`src/rtl/ssle_pkg.sv`:
```
`default_nettype none
// ----------------------------------------------------------------------------
// ssle_pkg
// shared types and constants of the sorted slot list engine: command and
// status codes, controller states and the controller to datapath bundles
// ----------------------------------------------------------------------------
package ssle_pkg;

  localparam logic [7:0] EMPTY_VAL = 8'hff;
  localparam logic [5:0] END_MARK  = 6'd63;
  localparam logic [7:0] LIMIT_RST = 8'd100;

  typedef enum logic [1:0] {
    OP_INSERT = 2'd0,
    OP_DELETE = 2'd1,
    OP_LIST   = 2'd2
  } ssle_op_t;

  typedef enum logic [2:0] {
    ST_OK        = 3'd0,
    ST_BAD_SLOT  = 3'd1,
    ST_OCCUPIED  = 3'd2,
    ST_BAD_VALUE = 3'd3,
    ST_DUPLICATE = 3'd4,
    ST_NOT_FOUND = 3'd5,
    ST_EMPTY     = 3'd6
  } ssle_status_t;

  typedef enum logic [3:0] {
    S_IDLE,
    S_DISPATCH,
    S_SCAN_RD,
    S_SCAN_CHK,
    S_WALK_RD,
    S_WALK_CHK,
    S_INS_LINK,
    S_INS_PREV,
    S_LIST_RD,
    S_LIST_CHK,
    S_RESP
  } ssle_state_t;

  typedef struct packed {
    logic         load;
    logic         scan_clr;
    logic         scan_inc;
    logic         rd_scan;
    logic         rd_cur;
    logic         set_found;
    logic         walk_init;
    logic         walk_step;
    logic         wr_value;
    logic         wr_link_slot;
    logic         wr_link_prev;
    logic         unlink;
    logic         clr_found;
    logic         emit;
    ssle_status_t emit_status;
    logic         emit_item;
    logic         emit_last;
  } ssle_cmd_t;

  typedef struct packed {
    ssle_op_t op;
    logic     slot_bad;
    logic     slot_occ;
    logic     value_bad;
    logic     head_end;
    logic     scan_match;
    logic     scan_last;
    logic     walk_end;
    logic     val_gt;
    logic     cur_is_found;
    logic     item_last;
    logic     out_free;
  } ssle_sts_t;

endpackage
`default_nettype wire

```
`src/rtl/ssle_dp.sv`:
```
`default_nettype none
// ----------------------------------------------------------------------------
// ssle_dp
// datapath: request registers, value and link memories with valid bits,
// head pointer, walk and scan counters, and the result register
// ----------------------------------------------------------------------------
module ssle_dp #(
  parameter int SLOTS = 32
) (
  input  logic              clk,
  input  logic              rst_n,
  input  logic [15:0]       in_tdata,   // slot [5:0], value [13:6], zero [15:14]
  input  logic [1:0]        in_tuser,   // cmd [1:0]
  input  logic              cfg_we,
  input  logic [7:0]        cfg_wdata,
  input  ssle_pkg::ssle_cmd_t cmd,
  output ssle_pkg::ssle_sts_t sts,
  output logic              out_tvalid,
  input  logic              out_tready,
  output logic [15:0]       out_tdata,  // item_value [7:0], item_slot [13:8], zero [15:14]
  output logic [2:0]        out_tuser,  // status [2:0]
  output logic              out_tlast
);
  import ssle_pkg::*;

  localparam int         AW      = $clog2(SLOTS);
  localparam int         CW      = $clog2(SLOTS + 1);
  localparam logic [5:0] SLOTS_W = 6'(SLOTS);

  ssle_op_t          op_r;
  logic [5:0]        slot_r;
  logic [7:0]        value_r;
  logic [7:0]        limit_r;
  logic [SLOTS-1:0]  valid_r;
  logic [5:0]        head_r;
  logic [5:0]        cur_r;
  logic [5:0]        prev_r;
  logic [CW-1:0]     cnt_r;
  logic [AW-1:0]     idx_r;
  logic [AW-1:0]     found_r;

  logic [7:0]        val_mem [SLOTS];
  logic [5:0]        lnk_mem [SLOTS];
  logic [7:0]        rd_val_r;
  logic [5:0]        rd_lnk_r;
  logic              rd_vld_r;

  logic              out_valid_r;
  ssle_status_t      out_status_r;
  logic [7:0]        out_value_r;
  logic [5:0]        out_slot_r;
  logic              out_last_r;

  logic [AW-1:0]     slot_idx;
  logic [AW-1:0]     rd_addr;
  logic              rd_en;
  logic [7:0]        rd_val_eff;
  logic [5:0]        rd_lnk_eff;
  logic [5:0]        cur_lim;
  logic              prev_in;
  logic              lw_en;
  logic [AW-1:0]     lw_addr;
  logic [5:0]        lw_data;
  logic              hw_en;
  logic [5:0]        hw_data;
  logic [CW:0]       cnt_inc;

  assign slot_idx   = slot_r[AW-1:0];
  assign rd_en      = cmd.rd_scan | cmd.rd_cur;
  assign rd_addr    = cmd.rd_scan ? idx_r : cur_r[AW-1:0];
  assign rd_val_eff = rd_vld_r ? rd_val_r : EMPTY_VAL;
  assign rd_lnk_eff = rd_vld_r ? rd_lnk_r : END_MARK;
  assign cur_lim    = (cur_r < SLOTS_W) ? cur_r : END_MARK;
  assign prev_in    = prev_r < SLOTS_W;
  assign cnt_inc    = {1'b0, cnt_r} + (CW+1)'(1);

  // status towards the controller
  always_comb begin
    sts.op           = op_r;
    sts.slot_bad     = slot_r >= SLOTS_W;
    sts.slot_occ     = valid_r[slot_idx];
    sts.value_bad    = (value_r == EMPTY_VAL) || (value_r > limit_r);
    sts.head_end     = head_r >= SLOTS_W;
    sts.scan_match   = rd_vld_r && (rd_val_r == value_r);
    sts.scan_last    = idx_r == AW'(SLOTS - 1);
    sts.walk_end     = (cnt_r == CW'(SLOTS)) || (cur_r >= SLOTS_W);
    sts.val_gt       = rd_val_eff > value_r;
    sts.cur_is_found = cur_r == 6'(found_r);
    sts.item_last    = (rd_lnk_eff >= SLOTS_W) || (cnt_inc >= (CW+1)'(SLOTS));
    sts.out_free     = !out_valid_r || out_tready;
  end

  // request and configuration registers
  always_ff @(posedge clk) begin
    if (cmd.load) begin
      op_r    <= ssle_op_t'(in_tuser);
      slot_r  <= in_tdata[5:0];
      value_r <= in_tdata[13:6];
    end
  end

  always_ff @(posedge clk) begin
    if (!rst_n) begin
      limit_r <= LIMIT_RST;
    end else if (cfg_we) begin
      limit_r <= cfg_wdata;
    end
  end

  // scan and walk pointers
  always_ff @(posedge clk) begin
    if (cmd.scan_clr) begin
      idx_r <= '0;
    end else if (cmd.scan_inc) begin
      idx_r <= idx_r + AW'(1);
    end
    if (cmd.set_found) begin
      found_r <= idx_r;
    end
    if (cmd.walk_init) begin
      cur_r  <= head_r;
      prev_r <= END_MARK;
      cnt_r  <= '0;
    end else if (cmd.walk_step) begin
      prev_r <= cur_r;
      cur_r  <= rd_lnk_eff;
      cnt_r  <= cnt_inc[CW-1:0];
    end
  end

  // link and head write selection
  always_comb begin
    lw_en   = 1'b0;
    lw_addr = slot_idx;
    lw_data = cur_lim;
    hw_en   = 1'b0;
    hw_data = slot_r;
    priority if (cmd.wr_link_slot) begin
      lw_en = 1'b1;
    end else if (cmd.wr_link_prev) begin
      lw_en   = prev_in;
      hw_en   = !prev_in;
      lw_addr = prev_r[AW-1:0];
      lw_data = slot_r;
    end else if (cmd.unlink) begin
      lw_en   = prev_in;
      hw_en   = !prev_in;
      lw_addr = prev_r[AW-1:0];
      lw_data = rd_lnk_eff;
      hw_data = rd_lnk_eff;
    end else begin
      lw_en = 1'b0;
    end
  end

  always_ff @(posedge clk) begin
    if (!rst_n) begin
      head_r  <= END_MARK;
      valid_r <= '0;
    end else begin
      if (hw_en) begin
        head_r <= hw_data;
      end
      if (cmd.wr_value) begin
        valid_r[slot_idx] <= 1'b1;
      end
      if (cmd.clr_found) begin
        valid_r[found_r] <= 1'b0;
      end
    end
  end

  // slot memories
  always_ff @(posedge clk) begin
    if (cmd.wr_value) begin
      val_mem[slot_idx] <= value_r;
    end
    if (lw_en) begin
      lnk_mem[lw_addr] <= lw_data;
    end
  end

  always_ff @(posedge clk) begin
    if (rd_en) begin
      rd_val_r <= val_mem[rd_addr];
      rd_lnk_r <= lnk_mem[rd_addr];
      rd_vld_r <= valid_r[rd_addr];
    end
  end

  // result register
  always_ff @(posedge clk) begin
    if (!rst_n) begin
      out_valid_r <= 1'b0;
    end else if (cmd.emit) begin
      out_valid_r <= 1'b1;
    end else if (out_tready) begin
      out_valid_r <= 1'b0;
    end
  end

  always_ff @(posedge clk) begin
    if (cmd.emit) begin
      out_status_r <= cmd.emit_status;
      out_value_r  <= cmd.emit_item ? rd_val_eff : 8'd0;
      out_slot_r   <= cmd.emit_item ? cur_r : 6'd0;
      out_last_r   <= cmd.emit_last;
    end
  end

  assign out_tvalid = out_valid_r;
  assign out_tdata  = {2'b00, out_slot_r, out_value_r};
  assign out_tuser  = out_status_r;
  assign out_tlast  = out_last_r;

endmodule
`default_nettype wire

```
`src/rtl/ssle_ctrl.sv`:
```
`default_nettype none
// ----------------------------------------------------------------------------
// ssle_ctrl
// controller: sequences the slot scan, the list walk, the link updates and
// the result hand-off for each request
// ----------------------------------------------------------------------------
module ssle_ctrl (
  input  logic                clk,
  input  logic                rst_n,
  input  logic                in_tvalid,
  output logic                in_tready,
  input  ssle_pkg::ssle_sts_t sts,
  output ssle_pkg::ssle_cmd_t cmd
);
  import ssle_pkg::*;

  ssle_state_t  state_r;
  ssle_state_t  state_nxt;
  ssle_status_t status_r;
  ssle_status_t status_nxt;
  logic         is_ins;

  assign is_ins = sts.op == OP_INSERT;

  always_ff @(posedge clk) begin
    if (!rst_n) begin
      state_r  <= S_IDLE;
      status_r <= ST_OK;
    end else begin
      state_r  <= state_nxt;
      status_r <= status_nxt;
    end
  end

  always_comb begin
    state_nxt  = state_r;
    status_nxt = status_r;
    cmd        = '0;
    in_tready  = 1'b0;
    unique case (state_r)
      S_IDLE: begin
        in_tready = 1'b1;
        if (in_tvalid) begin
          cmd.load  = 1'b1;
          state_nxt = S_DISPATCH;
        end
      end
      S_DISPATCH: begin
        unique case (sts.op)
          OP_INSERT: begin
            priority if (sts.slot_bad) begin
              status_nxt = ST_BAD_SLOT;
              state_nxt  = S_RESP;
            end else if (sts.slot_occ) begin
              status_nxt = ST_OCCUPIED;
              state_nxt  = S_RESP;
            end else if (sts.value_bad) begin
              status_nxt = ST_BAD_VALUE;
              state_nxt  = S_RESP;
            end else begin
              cmd.scan_clr = 1'b1;
              state_nxt    = S_SCAN_RD;
            end
          end
          OP_DELETE: begin
            if (sts.value_bad) begin
              status_nxt = ST_BAD_VALUE;
              state_nxt  = S_RESP;
            end else begin
              cmd.scan_clr = 1'b1;
              state_nxt    = S_SCAN_RD;
            end
          end
          OP_LIST: begin
            if (sts.head_end) begin
              status_nxt = ST_EMPTY;
              state_nxt  = S_RESP;
            end else begin
              cmd.walk_init = 1'b1;
              state_nxt     = S_LIST_RD;
            end
          end
          default: begin
            state_nxt = S_IDLE;
          end
        endcase
      end
      S_SCAN_RD: begin
        cmd.rd_scan = 1'b1;
        state_nxt   = S_SCAN_CHK;
      end
      S_SCAN_CHK: begin
        priority if (sts.scan_match) begin
          if (is_ins) begin
            status_nxt = ST_DUPLICATE;
            state_nxt  = S_RESP;
          end else begin
            cmd.set_found = 1'b1;
            cmd.walk_init = 1'b1;
            state_nxt     = S_WALK_RD;
          end
        end else if (sts.scan_last) begin
          if (is_ins) begin
            cmd.wr_value  = 1'b1;
            cmd.walk_init = 1'b1;
            state_nxt     = S_WALK_RD;
          end else begin
            status_nxt = ST_NOT_FOUND;
            state_nxt  = S_RESP;
          end
        end else begin
          cmd.scan_inc = 1'b1;
          state_nxt    = S_SCAN_RD;
        end
      end
      S_WALK_RD: begin
        if (sts.walk_end) begin
          if (is_ins) begin
            state_nxt = S_INS_LINK;
          end else begin
            cmd.clr_found = 1'b1;
            status_nxt    = ST_OK;
            state_nxt     = S_RESP;
          end
        end else begin
          cmd.rd_cur = 1'b1;
          state_nxt  = S_WALK_CHK;
        end
      end
      S_WALK_CHK: begin
        if (is_ins) begin
          if (sts.val_gt) begin
            state_nxt = S_INS_LINK;
          end else begin
            cmd.walk_step = 1'b1;
            state_nxt     = S_WALK_RD;
          end
        end else begin
          if (sts.cur_is_found) begin
            cmd.unlink    = 1'b1;
            cmd.clr_found = 1'b1;
            status_nxt    = ST_OK;
            state_nxt     = S_RESP;
          end else begin
            cmd.walk_step = 1'b1;
            state_nxt     = S_WALK_RD;
          end
        end
      end
      S_INS_LINK: begin
        cmd.wr_link_slot = 1'b1;
        state_nxt        = S_INS_PREV;
      end
      S_INS_PREV: begin
        cmd.wr_link_prev = 1'b1;
        status_nxt       = ST_OK;
        state_nxt        = S_RESP;
      end
      S_LIST_RD: begin
        cmd.rd_cur = 1'b1;
        state_nxt  = S_LIST_CHK;
      end
      S_LIST_CHK: begin
        if (sts.out_free) begin
          cmd.emit        = 1'b1;
          cmd.emit_status = ST_OK;
          cmd.emit_item   = 1'b1;
          cmd.emit_last   = sts.item_last;
          if (sts.item_last) begin
            state_nxt = S_IDLE;
          end else begin
            cmd.walk_step = 1'b1;
            state_nxt     = S_LIST_RD;
          end
        end
      end
      S_RESP: begin
        if (sts.out_free) begin
          cmd.emit        = 1'b1;
          cmd.emit_status = status_r;
          cmd.emit_last   = 1'b1;
          state_nxt       = S_IDLE;
        end
      end
      default: begin
        state_nxt = S_IDLE;
      end
    endcase
  end

endmodule
`default_nettype wire

```
`src/rtl/sorted_slot_list_engine.sv`:
```
`default_nettype none
// ----------------------------------------------------------------------------
// sorted_slot_list_engine
// table of value slots threaded as a linked list in ascending value order
//
// in channel: one request per handshake, cmd in in_tuser (insert, delete by
// value, list), slot and value in in_tdata. out channel: status in out_tuser,
// listed value and slot in out_tdata, out_tlast on the final result of a
// request. cfg_we writes the value limit (reset 100).
// one request is worked on at a time; in_tready is high only when idle.
// insert scans all SLOTS slots unless it meets a duplicate, delete up to the
// first match, each through the registered memory read; then both walk the
// list. requests rejected by the slot and value checks answer without a
// scan; list gives its results one at a time while it walks. a result waits
// in the output register while out_tready is low and the engine stalls
// until it is taken; a new request is taken as soon as the last result sits
// in that register.
// reset empties the list at once (valid bits) and sets the limit to 100.
// ----------------------------------------------------------------------------
module sorted_slot_list_engine #(
  parameter int SLOTS = 32
) (
  input  logic        clk,
  input  logic        rst_n,
  input  logic        in_tvalid,
  output logic        in_tready,
  input  logic [15:0] in_tdata,    // slot [5:0], value [13:6], zero [15:14]
  input  logic [1:0]  in_tuser,    // cmd [1:0]
  output logic        out_tvalid,
  input  logic        out_tready,
  output logic [15:0] out_tdata,   // item_value [7:0], item_slot [13:8], zero [15:14]
  output logic [2:0]  out_tuser,   // status [2:0]
  output logic        out_tlast,
  input  logic        cfg_we,
  input  logic [7:0]  cfg_wdata
);
  import ssle_pkg::*;

  ssle_cmd_t cmd;
  ssle_sts_t sts;

  ssle_ctrl u_ctrl (
    .clk       (clk),
    .rst_n     (rst_n),
    .in_tvalid (in_tvalid),
    .in_tready (in_tready),
    .sts       (sts),
    .cmd       (cmd)
  );

  ssle_dp #(
    .SLOTS (SLOTS)
  ) u_dp (
    .clk        (clk),
    .rst_n      (rst_n),
    .in_tdata   (in_tdata),
    .in_tuser   (in_tuser),
    .cfg_we     (cfg_we),
    .cfg_wdata  (cfg_wdata),
    .cmd        (cmd),
    .sts        (sts),
    .out_tvalid (out_tvalid),
    .out_tready (out_tready),
    .out_tdata  (out_tdata),
    .out_tuser  (out_tuser),
    .out_tlast  (out_tlast)
  );

endmodule
`default_nettype wire
```
`config.mk`:
```
export PLATFORM = sky130hd
export DESIGN_NAME = sorted_slot_list_engine
export DESIGN_NICKNAME = d
export VERILOG_FILES = /design/src/rtl/ssle_pkg.sv /design/src/rtl/ssle_dp.sv /design/src/rtl/ssle_ctrl.sv /design/src/rtl/sorted_slot_list_engine.sv
export SDC_FILE = /design/constraint.sdc
export NUM_CORES = 1
export LEC_CHECK = 0
export ABC_AREA = 1
export BUFFER_PORTS_ARGS = -buffer_cell sky130_fd_sc_hd__buf_2
export CAP_MARGIN = 20
export CELL_PAD_IN_SITES_DETAIL_PLACEMENT = 0
export CELL_PAD_IN_SITES_GLOBAL_PLACEMENT = 1
export CORE_ASPECT_RATIO = 1.2
export CORE_MARGIN = 4
export CORE_UTILIZATION = 50
export DETAILED_ROUTE_END_ITERATION = 16
export GPL_ROUTABILITY_DRIVEN = 0
export PLACE_DENSITY_LB_ADDON = 0.1
export SYNTH_ARGS = -nofsm -noshare
export SYNTH_HDL_FRONTEND = slang
export SYNTH_HIERARCHICAL = 1
export SYNTH_SLANG_ARGS = --single-unit
export TNS_END_PERCENT = 1
```
`constraint.sdc`:
```
create_clock -name clk -period 3.52 [get_ports clk]
set_input_delay 0.88 -clock clk [delete_from_list [all_inputs] [get_ports clk]]
set_output_delay 0.88 -clock clk [all_outputs]
set_load 0.02 [all_outputs]
```
==> reports/summary.txt, run 1 <==
POWER AND IR DROP
------------------------------------------------------------------------------------------
Power density over the cells ................................................ 539.6 mW/mm²
Worst IR drop on VDD ........................................................    0.5249 mV
Leakage power of the design .................................................     12.96 nW

MIN PATH
------------------------------------------------------------------------------------------
Origin of the worst min-delay path ..........................................  in_tuser[1]
Hold Path Stages ............................................................            1
Worst min-delay path class ..................................................    in -> reg
Endpoint, Worst Hold ........................................................ u_dp/op_r[1]$_DFFE_PP_

CLOCKING
------------------------------------------------------------------------------------------
Post-CTS setup buffers ......................................................            0
Number of clock buffers inserted by TritonCTS ...............................           56
CTS H-tree lvls .............................................................            2
Root buf cell ............................................................... sky130_fd_sc_hd__clkbuf_16
CTS max path bufs ...........................................................            3
TritonCTS clock tree ........................................................        built
Gates resized, CTS repair ...................................................            0
Clock tree sinks ............................................................          579
Insertion delay to the later sink of the worst-skew pair ....................       620 ps
Clock edge transition at the registers on the reported setup and hold paths .        70 ps
CTS Hold Bufs ...............................................................            0

STA
------------------------------------------------------------------------------------------
Max Fclk ....................................................................    306.0 MHz
Final hold violations .......................................................            0
Number of max-slew violations in the final report ...........................            0
Actual slew at the worst max-slew pin .......................................      1056 ps
RSZ-0062 raised after global routing ........................................        false
Setup ws final ..............................................................     252.2 ps
Period utilisation layout ...................................................       92.84%
TNS Setup ...................................................................         0 ps
Final Skew ..................................................................     19.41 ps
Final period demand of the worst path .......................................      3268 ps
Count of final setup violators ..............................................            0
Worst slew margin relative to its limit .....................................       29.54%

PLACEMENT
------------------------------------------------------------------------------------------
Buffers added on ports ......................................................           48
Setup slack after placement .................................................     224.1 ps
HPWL after detailed placement ...............................................    46,250 µm

GLOBAL ROUTE
------------------------------------------------------------------------------------------
GRT Residual Overflow .......................................................            0
Global-route usage over all layers ..........................................       24.74%
Pin count of the biggest net entering global routing ........................          151
Number of global-route vias before repair ...................................       19,250
Global-route wire length before repair ......................................   109,900 µm
Antenna violations before repair ............................................            0

DIE
------------------------------------------------------------------------------------------
Number of top-level pins ....................................................           53
Core area ...................................................................  0.05353 mm²
Starting density of the core ................................................       50.42%
Number of placement rows ....................................................           93
Die Outline Area ............................................................  0.05778 mm²
Height of the chip ..........................................................     262.5 µm
Die X-Extent ................................................................     220.1 µm

DETAILED ROUTING
------------------------------------------------------------------------------------------
DRT Pass-1 Iters ............................................................            5
Antenna Nets Post-Route .....................................................            0
Residual DRC ................................................................            0
Avg WL per Cell .............................................................     19.53 µm
Vias/cell ...................................................................        5.378
Aggregate routed wire length ................................................    71,830 µm
Total number of vias ........................................................       19,780
Drt first-iter violations ...................................................        1,628

FINAL LAYOUT
------------------------------------------------------------------------------------------
FILL cells ..................................................................        4,708
Most common cell after layout, fill and taps aside .......................... sky130_fd_sc_hd__nand3_1
Number of inserted diodes ...................................................            0
Commonest cells after routing, fill and taps aside .......................... sky130_fd_sc_hd__nand3_1 (555), sky130_fd_sc_hd__inv_1 (543), sky130_fd_sc_hd__nand2_1 (541)
Share of final-layout standard cells stronger than drive strength 1 .........       11.06%
Growth of design area from synthesis to finish ..............................       13.12%
Post-layout nets ............................................................        2,977

SETUP PATH
------------------------------------------------------------------------------------------
Highest fanout seen on the critical path ....................................          102
Count of cells along the worst register-to-register path ....................           13
Data required time at the worst endpoint ....................................      3860 ps
R2R Path Start .............................................................. u_ctrl/state_r[3]$_SDFFE_PN0P_
CP dominant cell by count ................................................... sky130_fd_sc_hd__nand2_1
Cells traversed along the worst timing path ................................. nor2_4, nand2_1, inv_1, nand2_4, nand2_8, buf_12, nand2_1, nand3_1, nand3_1, nand3_1, nand2_1, nand2_1, nand2_1
Largest delay contributor family on the critical path ....................... simple AND/OR/NAND/NOR gates
Type of element launching the critical path .................................     register
Buffer and inverter count on the worst path .................................            2
Library cell contributing the largest single delay on the critical path ..... sky130_fd_sc_hd__inv_1
Arrival time of the worst setup path ........................................      3600 ps
Worst stage delay on the critical path ......................................       540 ps
Critical Path End Type ......................................................     register
Worst-case register-to-register setup slack .................................       250 ps
Setup Crit Path Kind ........................................................   reg -> reg
Number of cells on the critical path ........................................           13
Reg2Reg Capture Point ....................................................... u_dp/rd_val_r[1]$_DFFE_PP_

SYNTHESIS
------------------------------------------------------------------------------------------
Synthesis warning total .....................................................            6
Gate count of the mapped netlist ............................................        2,811
Post-synthesis sequential element count .....................................          579
Post-synth design cell area .................................................  0.02699 mm²
Synthesized area per cell ...................................................    9.601 µm²
Count of cell types in the netlist ..........................................           46
Sequential-to-total area share from yosys stat ..............................       61.79%

OUTCOME
------------------------------------------------------------------------------------------
Run status .................................................................. finished clean

FLOW RUN
------------------------------------------------------------------------------------------
# Max-Cap Violations ........................................................            0

==> power breakdown <==
group          switching, mW  internal (mW)  total [mW]
logic                   1.97          0.803        2.77
registers              0.142           7.72        7.87
clock network           2.55           3.29        5.84
==> synth_stat cells (all sizes together) <==
library cell / instances / share of area (%)
and2: 2 / 0.051
xnor2: 3 / 0.097
o21ai: 46 / 0.89
a41oi: 1 / 0.032
a31oi: 1 / 0.023
o211ai: 5 / 0.14
inv: 547 / 7.6
buf: 81 / 1.6
o221ai: 1 / 0.032
o311ai: 1 / 0.032
o22ai: 7 / 0.16
or2: 5 / 0.12
conb: 1 / 0.014
o31ai: 1 / 0.028
a22oi: 16 / 0.45
o221a: 32 / 1.3
nand4: 6 / 0.14
clkbuf: 48 / 0.67
dfxtp: 71 / 5.3
edfxtp: 508 / 57
a21oi: 60 / 1.1
ha: 25 / 1.2
nor2: 146 / 2.1
o2111ai: 2 / 0.065
a211oi: 1 / 0.028
nand3: 555 / 10
nor4: 3 / 0.070
clkinv: 1 / 0.014
nor3: 20 / 0.39
xor2: 2 / 0.065
o21a: 1 / 0.028
nand3b: 60 / 1.7
nand2: 551 / 7.8
a221oi: 1 / 0.032
==> through the flow <==
| step | std cells | cell area [µm²] | power (mW) | utilization [%] | hold WS (ps) |
|---|---|---|---|---|---|
| after floorplan | 2812 | 26990 | 9.756 | - | 427.5 |
| after global placement | 3575 | 28740 | 10.72 | 53.69 | 442.2 |
| after detailed placement | 3575 | 28740 | 10.77 | 53.69 | 445.1 |
| after CTS | 3678 | 30530 | 16.59 | 57.03 | 405.9 |
| after global routing | 3678 | 30530 | 17.18 | 57.04 | 415.9 |
| final | 3678 | 30530 | 16.47 | 57.04 | 445.7 |
==> metal layers <==
layer	routed length, µm	track usage, %
met5	0	0
met4	2494	8.489
met3	4023	3.284
met2	34920	41.43
met1	30390	33.32
==> worst max path at each step <==
stage,endpoint,from,slack [ps]
global placement,u_dp/lnk_mem[15][3]$_DFFE_PP_,u_dp/cur_r[2]$_DFFE_PP_,190
finish,u_dp/rd_val_r[1]$_DFFE_PP_,u_ctrl/state_r[3]$_SDFFE_PN0P_,250
CTS,u_dp/lnk_mem[13][1]$_DFFE_PP_,u_dp/cur_r[3]$_DFFE_PP_,190
floorplan,u_dp/lnk_mem[16][0]$_DFFE_PP_,u_dp/cur_r[1]$_DFFE_PP_,650
detailed placement,u_dp/lnk_mem[15][0]$_DFFE_PP_,u_dp/cur_r[3]$_DFFE_PP_,220
global route,u_dp/lnk_mem[6][1]$_DFFE_PP_,u_dp/cur_r[3]$_DFFE_PP_,1
==> cell type report <==
| class | instances | area, µm² | share of cell area, % |
|---|---|---|---|
| inverters | 548 | 2057 | 6.737 |
| flip-flops and latches | 579 | 16680 | 54.62 |
| clock inverters | 33 | 260.3 | 0.8524 |
| clock buffers | 70 | 1526 | 5.000 |
| repair buffers | 180 | 1394 | 4.565 |
| multi-input cells | 1556 | 7727 | 25.31 |
| well taps | 712 | 890.9 | 2.918 |
==> state kept, by name (all words and copies together) (netlist names), 8 cells and up <==
signal	cells
u_dp/val_mem	256
u_dp/lnk_mem	192
u_dp/valid_r	32
u_dp/limit_r	8
u_dp/out_value_r	8
u_dp/rd_val_r	8
u_dp/value_r	8
==> cells by family after synthesis <==
logic type	synth area share [%]
buffers and inverters	9.846
AND/OR/NAND/NOR	22.64
other	0.01389
flip-flops	61.79
AO/OA/AOI/OAI	4.390
adder cells (fa/ha/maj)	1.159
XOR/XNOR	0.1623
(Power assumes the default switching activity.)
==> run 2, diff against run 1 <==
==> constraint.sdc (replaced) <==
create_clock -name clk -period 3.52 [get_ports clk]
set_input_delay 0.528 -clock clk [delete_from_list [all_inputs] [get_ports clk]]
set_output_delay 0.528 -clock clk [all_outputs]
set_load 0.02 [all_outputs]
==> run 2 against run 1 <==
Sequential power is essentially flat. Clock-buffer cell count is 1 lower. Die area is the same. Critical path depth is 6 higher. Flip-flop and latch count unchanged. Wire length is 0.92% higher. Via count about the same. Critical path type unchanged. Critical endpoint is now u_dp/lnk_mem[12][1]$_DFFE_PP_.
==> reports/summary.txt, run 2 (same netlist as run 1, synthesis figures left out) <==
DETAILED ROUTING
------------------------------------------------------------------------------------------
Total number of vias ........................................................       19,780
Aggregate routed wire length ................................................    72,480 µm
Residual DRC ................................................................            0
Antenna Nets Post-Route .....................................................            0
Avg WL per Cell .............................................................     19.68 µm
Vias/cell ...................................................................        5.370
Drt first-iter violations ...................................................        1,698
DRT Pass-1 Iters ............................................................            6

STA
------------------------------------------------------------------------------------------
Number of max-slew violations in the final report ...........................            0
Worst hold margin ...........................................................     89.05 ps
Count of final setup violators ..............................................            0
RSZ-0062 raised after global routing ........................................        false
Setup ws final ..............................................................     186.2 ps
Max Fclk ....................................................................    300.0 MHz
Period utilisation layout ...................................................       94.71%
Actual slew at the worst max-slew pin .......................................      1046 ps
Worst slew margin relative to its limit .....................................       30.19%
Final hold violations .......................................................            0
Final Skew ..................................................................     26.01 ps
TNS Setup ...................................................................         0 ps
Final period demand of the worst path .......................................      3334 ps

DIE
------------------------------------------------------------------------------------------
Height of the chip ..........................................................     262.5 µm
Starting density of the core ................................................       50.42%
Core area ...................................................................  0.05353 mm²
Die X-Extent ................................................................     220.1 µm
Number of top-level pins ....................................................           53
Die Outline Area ............................................................  0.05778 mm²
Number of placement rows ....................................................           93

FINAL LAYOUT
------------------------------------------------------------------------------------------
Final instance area .........................................................  0.03078 mm²
Number of inserted diodes ...................................................            0
Area used by multi-input combinational logic ................................ 0.007755 mm²
FILL cells ..................................................................        4,647
Max reg flops ...............................................................          256
Registers with the most flip-flops .......................................... u_dp/val_mem x256, u_dp/lnk_mem x192, u_dp/valid_r x32
Count of placed standard cells in the final layout, fillers left out ........        3,683
Final design utilization ....................................................       57.50%
Growth of design area from synthesis to finish ..............................       14.04%
Register ranked first by flip-flop count .................................... u_dp/val_mem
Share of final-layout standard cells stronger than drive strength 1 .........       11.58%
Commonest cells after routing, fill and taps aside .......................... sky130_fd_sc_hd__nand3_1 (555), sky130_fd_sc_hd__inv_1 (541), sky130_fd_sc_hd__nand2_1 (537)
Most common cell after layout, fill and taps aside .......................... sky130_fd_sc_hd__nand3_1
Register area ...............................................................  0.01668 mm²
Post-layout nets ............................................................        2,979

OUTCOME
------------------------------------------------------------------------------------------
Run status .................................................................. finished clean

CLOCKING
------------------------------------------------------------------------------------------
CTS Hold Bufs ...............................................................            0
Clock tree sinks ............................................................          579
TritonCTS clock tree ........................................................        built
Insertion delay to the later sink of the worst-skew pair ....................       630 ps
Number of clock buffers inserted by TritonCTS ...............................           57
CTS max path bufs ...........................................................            3
Post-CTS setup buffers ......................................................            0
Clock edge transition at the registers on the reported setup and hold paths .        60 ps
Root buf cell ............................................................... sky130_fd_sc_hd__clkbuf_16
CTS H-tree lvls .............................................................            2
Gates resized, CTS repair ...................................................            0

SETUP PATH
------------------------------------------------------------------------------------------
Type of element launching the critical path .................................     register
Critical Path End Type ......................................................     register
Data required time at the worst endpoint ....................................      3870 ps
Arrival time of the worst setup path ........................................      3680 ps
Highest fanout seen on the critical path ....................................           10
Setup Crit Path Kind ........................................................   reg -> reg

GLOBAL ROUTE
------------------------------------------------------------------------------------------
Antenna violations before repair ............................................            0
Pin count of the biggest net entering global routing ........................           92
Global-route wire length before repair ......................................   110,900 µm
GRT Residual Overflow .......................................................            0
Global-route usage over all layers ..........................................       24.90%
Number of global-route vias before repair ...................................       19,430

PLACEMENT
------------------------------------------------------------------------------------------
Buffers added on ports ......................................................           48
HPWL after detailed placement ...............................................    46,550 µm
Area post-placement .........................................................  0.02881 mm²
Setup slack after placement .................................................     90.32 ps
Placed insts ................................................................        3,576

POWER AND IR DROP
------------------------------------------------------------------------------------------
Leakage power of the design .................................................     13.08 nW
Power density over the cells ................................................ 551.2 mW/mm²
Worst IR drop on VDD ........................................................    0.4915 mV
Overall power after layout ..................................................     16.96 mW

FLOW RUN
------------------------------------------------------------------------------------------
# Max-Cap Violations ........................................................            0

MIN PATH
------------------------------------------------------------------------------------------
Worst min-delay path class ..................................................    in -> reg

## run 2: cell types whose count changed in the layout (fill, tap and decap cells not counted), moves of 4 or more
| cell | change |
|---|---|
| sky130_fd_sc_hd__bufinv_16 | +6 |
| sky130_fd_sc_hd__buf_12 | +5 |
| sky130_fd_sc_hd__buf_4 | -4 |
| sky130_fd_sc_hd__clkinv_4 | -4 |
| sky130_fd_sc_hd__nand2_1 | -4 |
| sky130_fd_sc_hd__nand2_2 | +4 |
| sky130_fd_sc_hd__o21ai_2 | +4 |
## run 2: layout make-up
cell class              count  share of cell area (%)
multi-input cells        1556                   25.20
clock buffers              69                   4.878
inverters                 548                   6.683
repair buffers            181                   4.756
well taps                 712                   2.894
flip-flops and latches    579                   54.18
clock inverters            38                   1.411
## run 2: power breakdown
| part | switching, mW | internal, mW |
|---|---|---|
| clock | 2.62 | 3.69 |
| sequential | 0.145 | 7.72 |
| combinational | 1.98 | 0.808 |
## run 2: worst max-delay path: stages, from the launching register on
cell	delay, ps
sky130_fd_sc_hd__edfxtp_1	450
sky130_fd_sc_hd__xnor2_1	200
sky130_fd_sc_hd__o2111ai_1	150
sky130_fd_sc_hd__nor4_2	380
sky130_fd_sc_hd__buf_4	170
sky130_fd_sc_hd__inv_1	50
sky130_fd_sc_hd__nor2_1	100
sky130_fd_sc_hd__nand2_1	120
sky130_fd_sc_hd__inv_1	100
sky130_fd_sc_hd__nor2_1	60
sky130_fd_sc_hd__nor2_1	170
sky130_fd_sc_hd__inv_2	100
sky130_fd_sc_hd__buf_4	180
sky130_fd_sc_hd__nand2_1	70
sky130_fd_sc_hd__o21ai_2	80
sky130_fd_sc_hd__buf_4	160
sky130_fd_sc_hd__inv_2	100
sky130_fd_sc_hd__nand2_2	130
sky130_fd_sc_hd__nor2_1	140
sky130_fd_sc_hd__buf_4	170
## run 2: worst paths after layout
kind	start	to	slack, ps	cells after the start
worst max register to register	u_dp/cur_r[3]$_DFFE_PP_	u_dp/lnk_mem[12][1]$_DFFE_PP_	190	19
worst min register to register	u_dp/head_r[1]$_SDFFE_PN1P_	u_dp/head_r[1]$_SDFFE_PN1P_	460	2
worst min-delay path	in_tdata[5]	u_dp/slot_r[5]$_DFFE_PP_	90	1
worst max-delay path	u_dp/cur_r[3]$_DFFE_PP_	u_dp/lnk_mem[12][1]$_DFFE_PP_	190	19
## run 2: layer usage
metal | vias up | share of wire, % | track usage (%)
met4 | 0 | 2.9 | 7.759
met5 | - | 0 | 0
met3 | 131 | 5.6 | 3.134
met1 | 9515 | 42 | 33.58
met2 | 592 | 50 | 42.16
li1 | 9538 | - | -
==> run 3, diff against run 2 <==
--- a/config.mk
+++ b/config.mk
@@ -12,7 +12,7 @@
 export CELL_PAD_IN_SITES_GLOBAL_PLACEMENT = 1
 export CORE_ASPECT_RATIO = 1.2
 export CORE_MARGIN = 4
-export CORE_UTILIZATION = 50
+export CORE_UTILIZATION = 48
 export DETAILED_ROUTE_END_ITERATION = 16
 export GPL_ROUTABILITY_DRIVEN = 0
 export PLACE_DENSITY_LB_ADDON = 0.1
==> run 3 against run 2 <==
Clock skew is 10 ps lower. Sequential share of layout area rose by 0.21 points. Final area shrank 0.38%. Critical endpoint is now u_dp/rd_val_r[7]$_DFFE_PP_. Highest routed layer unchanged. First-iteration DRC count shrank 5.4%.
==> reports/summary.txt, run 3 (same netlist as run 1, synthesis figures left out) <==
DETAILED ROUTING
------------------------------------------------------------------------------------------
Drt first-iter violations ...................................................        1,607
Routed length on met1 .......................................................    30,930 µm
Aggregate routed wire length ................................................    72,850 µm
Avg WL per Cell .............................................................     19.67 µm
Detailed route wirelength on metal3 .........................................      4016 µm
Antenna Nets Post-Route .....................................................            0
Total met2 wirelength after detailed routing ................................    35,770 µm
Total number of vias ........................................................       19,810
Top routing layer in use ....................................................         met4
DRT Pass-1 Iters ............................................................            6
Residual DRC ................................................................            0
Vias/cell ...................................................................        5.350

FINAL LAYOUT
------------------------------------------------------------------------------------------
Register ranked first by flip-flop count .................................... u_dp/val_mem
Registers with the most flip-flops .......................................... u_dp/val_mem x256, u_dp/lnk_mem x192, u_dp/valid_r x32
Most common cell after layout, fill and taps aside .......................... sky130_fd_sc_hd__nand3_1
Growth of design area from synthesis to finish ..............................       13.60%
Commonest cells after routing, fill and taps aside .......................... sky130_fd_sc_hd__nand3_1 (555), sky130_fd_sc_hd__inv_1 (543), sky130_fd_sc_hd__nand2_1 (541)
Final design utilization ....................................................       55.47%
Post-layout nets ............................................................        2,995
Share of final-layout standard cells stronger than drive strength 1 .........       11.67%
Area used by multi-input combinational logic ................................ 0.007732 mm²
Number of inserted diodes ...................................................            0
Register area ...............................................................  0.01668 mm²
FILL cells ..................................................................        4,943
Max reg flops ...............................................................          256

SETUP PATH
------------------------------------------------------------------------------------------
Cells traversed along the worst timing path ................................. inv_1, nand2_1, inv_1, nand2_1, inv_1, o21ai_4, buf_4, nand3_1, nand3_1, nand3_1, nand2_1, nand2_1, nand2_1
Arrival time of the worst setup path ........................................      3690 ps
Critical path startpoint .................................................... u_ctrl/state_r[0]$_SDFFE_PN0P_
Setup Crit Path Kind ........................................................   reg -> reg
Largest delay contributor family on the critical path ....................... simple AND/OR/NAND/NOR gates
Highest fanout seen on the critical path ....................................           23
Critical Path End Type ......................................................     register
Worst-case register-to-register setup slack .................................       280 ps
CP dominant cell by count ................................................... sky130_fd_sc_hd__nand2_1
R2R Path Start .............................................................. u_ctrl/state_r[0]$_SDFFE_PN0P_
Worst stage delay on the critical path ......................................       900 ps
Type of element launching the critical path .................................     register
Data required time at the worst endpoint ....................................      3970 ps
Buffer and inverter count on the worst path .................................            4
Library cell contributing the largest single delay on the critical path ..... sky130_fd_sc_hd__o21ai_4

STA
------------------------------------------------------------------------------------------
Max Fclk ....................................................................    309.0 MHz
TNS Setup ...................................................................         0 ps
Final period demand of the worst path .......................................      3236 ps
Count of final setup violators ..............................................            0
Worst slew margin relative to its limit .....................................       27.10%
Period utilisation layout ...................................................       91.93%
Final hold violations .......................................................            0
Number of max-slew violations in the final report ...........................            0
RSZ-0062 raised after global routing ........................................        false
Actual slew at the worst max-slew pin .......................................      1089 ps
Final Skew ..................................................................     15.95 ps

MIN PATH
------------------------------------------------------------------------------------------
Worst min-delay path class ..................................................    in -> reg
Origin of the worst min-delay path ..........................................  in_tdata[5]

GLOBAL ROUTE
------------------------------------------------------------------------------------------
Global-route usage over all layers ..........................................       24.00%
Global-route wire length before repair ......................................   111,500 µm
Antenna violations before repair ............................................            0
Number of global-route vias before repair ...................................       19,020
GRT Residual Overflow .......................................................            0
Pin count of the biggest net entering global routing ........................           91

DIE
------------------------------------------------------------------------------------------
Number of placement rows ....................................................           94
Die X-Extent ................................................................     224.5 µm
Core area ...................................................................  0.05528 mm²
Height of the chip ..........................................................     267.8 µm
Die Outline Area ............................................................  0.06010 mm²
Number of top-level pins ....................................................           53
Starting density of the core ................................................       48.83%

CLOCKING
------------------------------------------------------------------------------------------
Number of clock buffers inserted by TritonCTS ...............................           57
Root buf cell ............................................................... sky130_fd_sc_hd__clkbuf_16
Clock tree sinks ............................................................          579
TritonCTS clock tree ........................................................        built
Post-CTS setup buffers ......................................................            0
Insertion delay to the later sink of the worst-skew pair ....................       620 ps
CTS max path bufs ...........................................................            3
Clock edge transition at the registers on the reported setup and hold paths .        70 ps
CTS H-tree lvls .............................................................            2
CTS Hold Bufs ...............................................................            0

PLACEMENT
------------------------------------------------------------------------------------------
HPWL after detailed placement ...............................................    47,330 µm
Buffers added on ports ......................................................           48

FLOW RUN
------------------------------------------------------------------------------------------
# Max-Cap Violations ........................................................            0

POWER AND IR DROP
------------------------------------------------------------------------------------------
Leakage power of the design .................................................     13.04 nW
Overall power after layout ..................................................     16.62 mW
Worst IR drop on VDD ........................................................    0.5157 mV
Power density over the cells ................................................ 542.1 mW/mm²

OUTCOME
------------------------------------------------------------------------------------------
Run status .................................................................. finished clean

run 3: cell count changes in the layout (fill, tap and decap cells not counted), moves of 4 or more:
cell | before | now
sky130_fd_sc_hd__buf_12 | 18 | 10
sky130_fd_sc_hd__buf_4 | 115 | 139
sky130_fd_sc_hd__bufinv_16 | 9 | 4
sky130_fd_sc_hd__clkinv_1 | 14 | 10
sky130_fd_sc_hd__nand2_1 | 537 | 541
sky130_fd_sc_hd__nand2_2 | 9 | 5
sky130_fd_sc_hd__o21ai_2 | 5 | 1
run 3: worst paths after layout:
path,endpoint,cells after the start
hold / removal,u_dp/slot_r[5]$_DFFE_PP_,1
setup / recovery,u_dp/rd_val_r[7]$_DFFE_PP_,13
hold reg to reg,u_dp/head_r[4]$_SDFFE_PN1P_,2
setup reg to reg,u_dp/rd_val_r[7]$_DFFE_PP_,13
run 3: stage by stage:
step | worst slack, ps | hold slack (ps) | cells | area (µm²)
floorplan | 652.7 | 427.5 | 2812 | 26990
global placement | 158.7 | 442.1 | 3600 | 28840
detailed placement | 112.3 | 443.4 | 3600 | 28840
CTS | 122.8 | 49.58 | 3703 | 30650
global route | 17.67 | 49.98 | 3703 | 30660
finish | 283.9 | 87.36 | 3703 | 30660
run 3: layout make-up:
class,instances,area share (%)
flip-flops and latches,579,54.39
multi-input cells,1556,25.22
inverters,548,6.709
clock buffers,72,4.970
repair buffers,197,4.840
well taps,720,2.938
clock inverters,31,0.9345
run 3: per-layer routing:
metal  up-vias  track usage, %
met1      9564           32.16
li1       9569               -
met2       550           41.44
met3       127           3.048
met4         0           6.956
met5         -               0
run 3: worst reg2reg max path, cell delays in order, from the launching register on:
cell and delay, ps:
sky130_fd_sc_hd__dfxtp_1 380, sky130_fd_sc_hd__inv_1 90, sky130_fd_sc_hd__nand2_1 160, sky130_fd_sc_hd__inv_1 80, sky130_fd_sc_hd__nand2_1 90, sky130_fd_sc_hd__inv_1 190, sky130_fd_sc_hd__o21ai_4 900, sky130_fd_sc_hd__buf_4 360
sky130_fd_sc_hd__nand3_1 120, sky130_fd_sc_hd__nand3_1 100, sky130_fd_sc_hd__nand3_1 80, sky130_fd_sc_hd__nand2_1 170, sky130_fd_sc_hd__nand2_1 160, sky130_fd_sc_hd__nand2_1 200
run 3: repair_timing:
action,CTS,global route
gates resized for setup,0,5
endpoints found under the hold margin,0,0
setup endpoints to repair,0,203
run 3: report_power, final:
group	switching (mW)	leakage (nW)	internal, mW
Sequential	0.141	5.13	7.72
Combinational	1.99	7.03	0.830
Clock	2.58	0.884	3.35
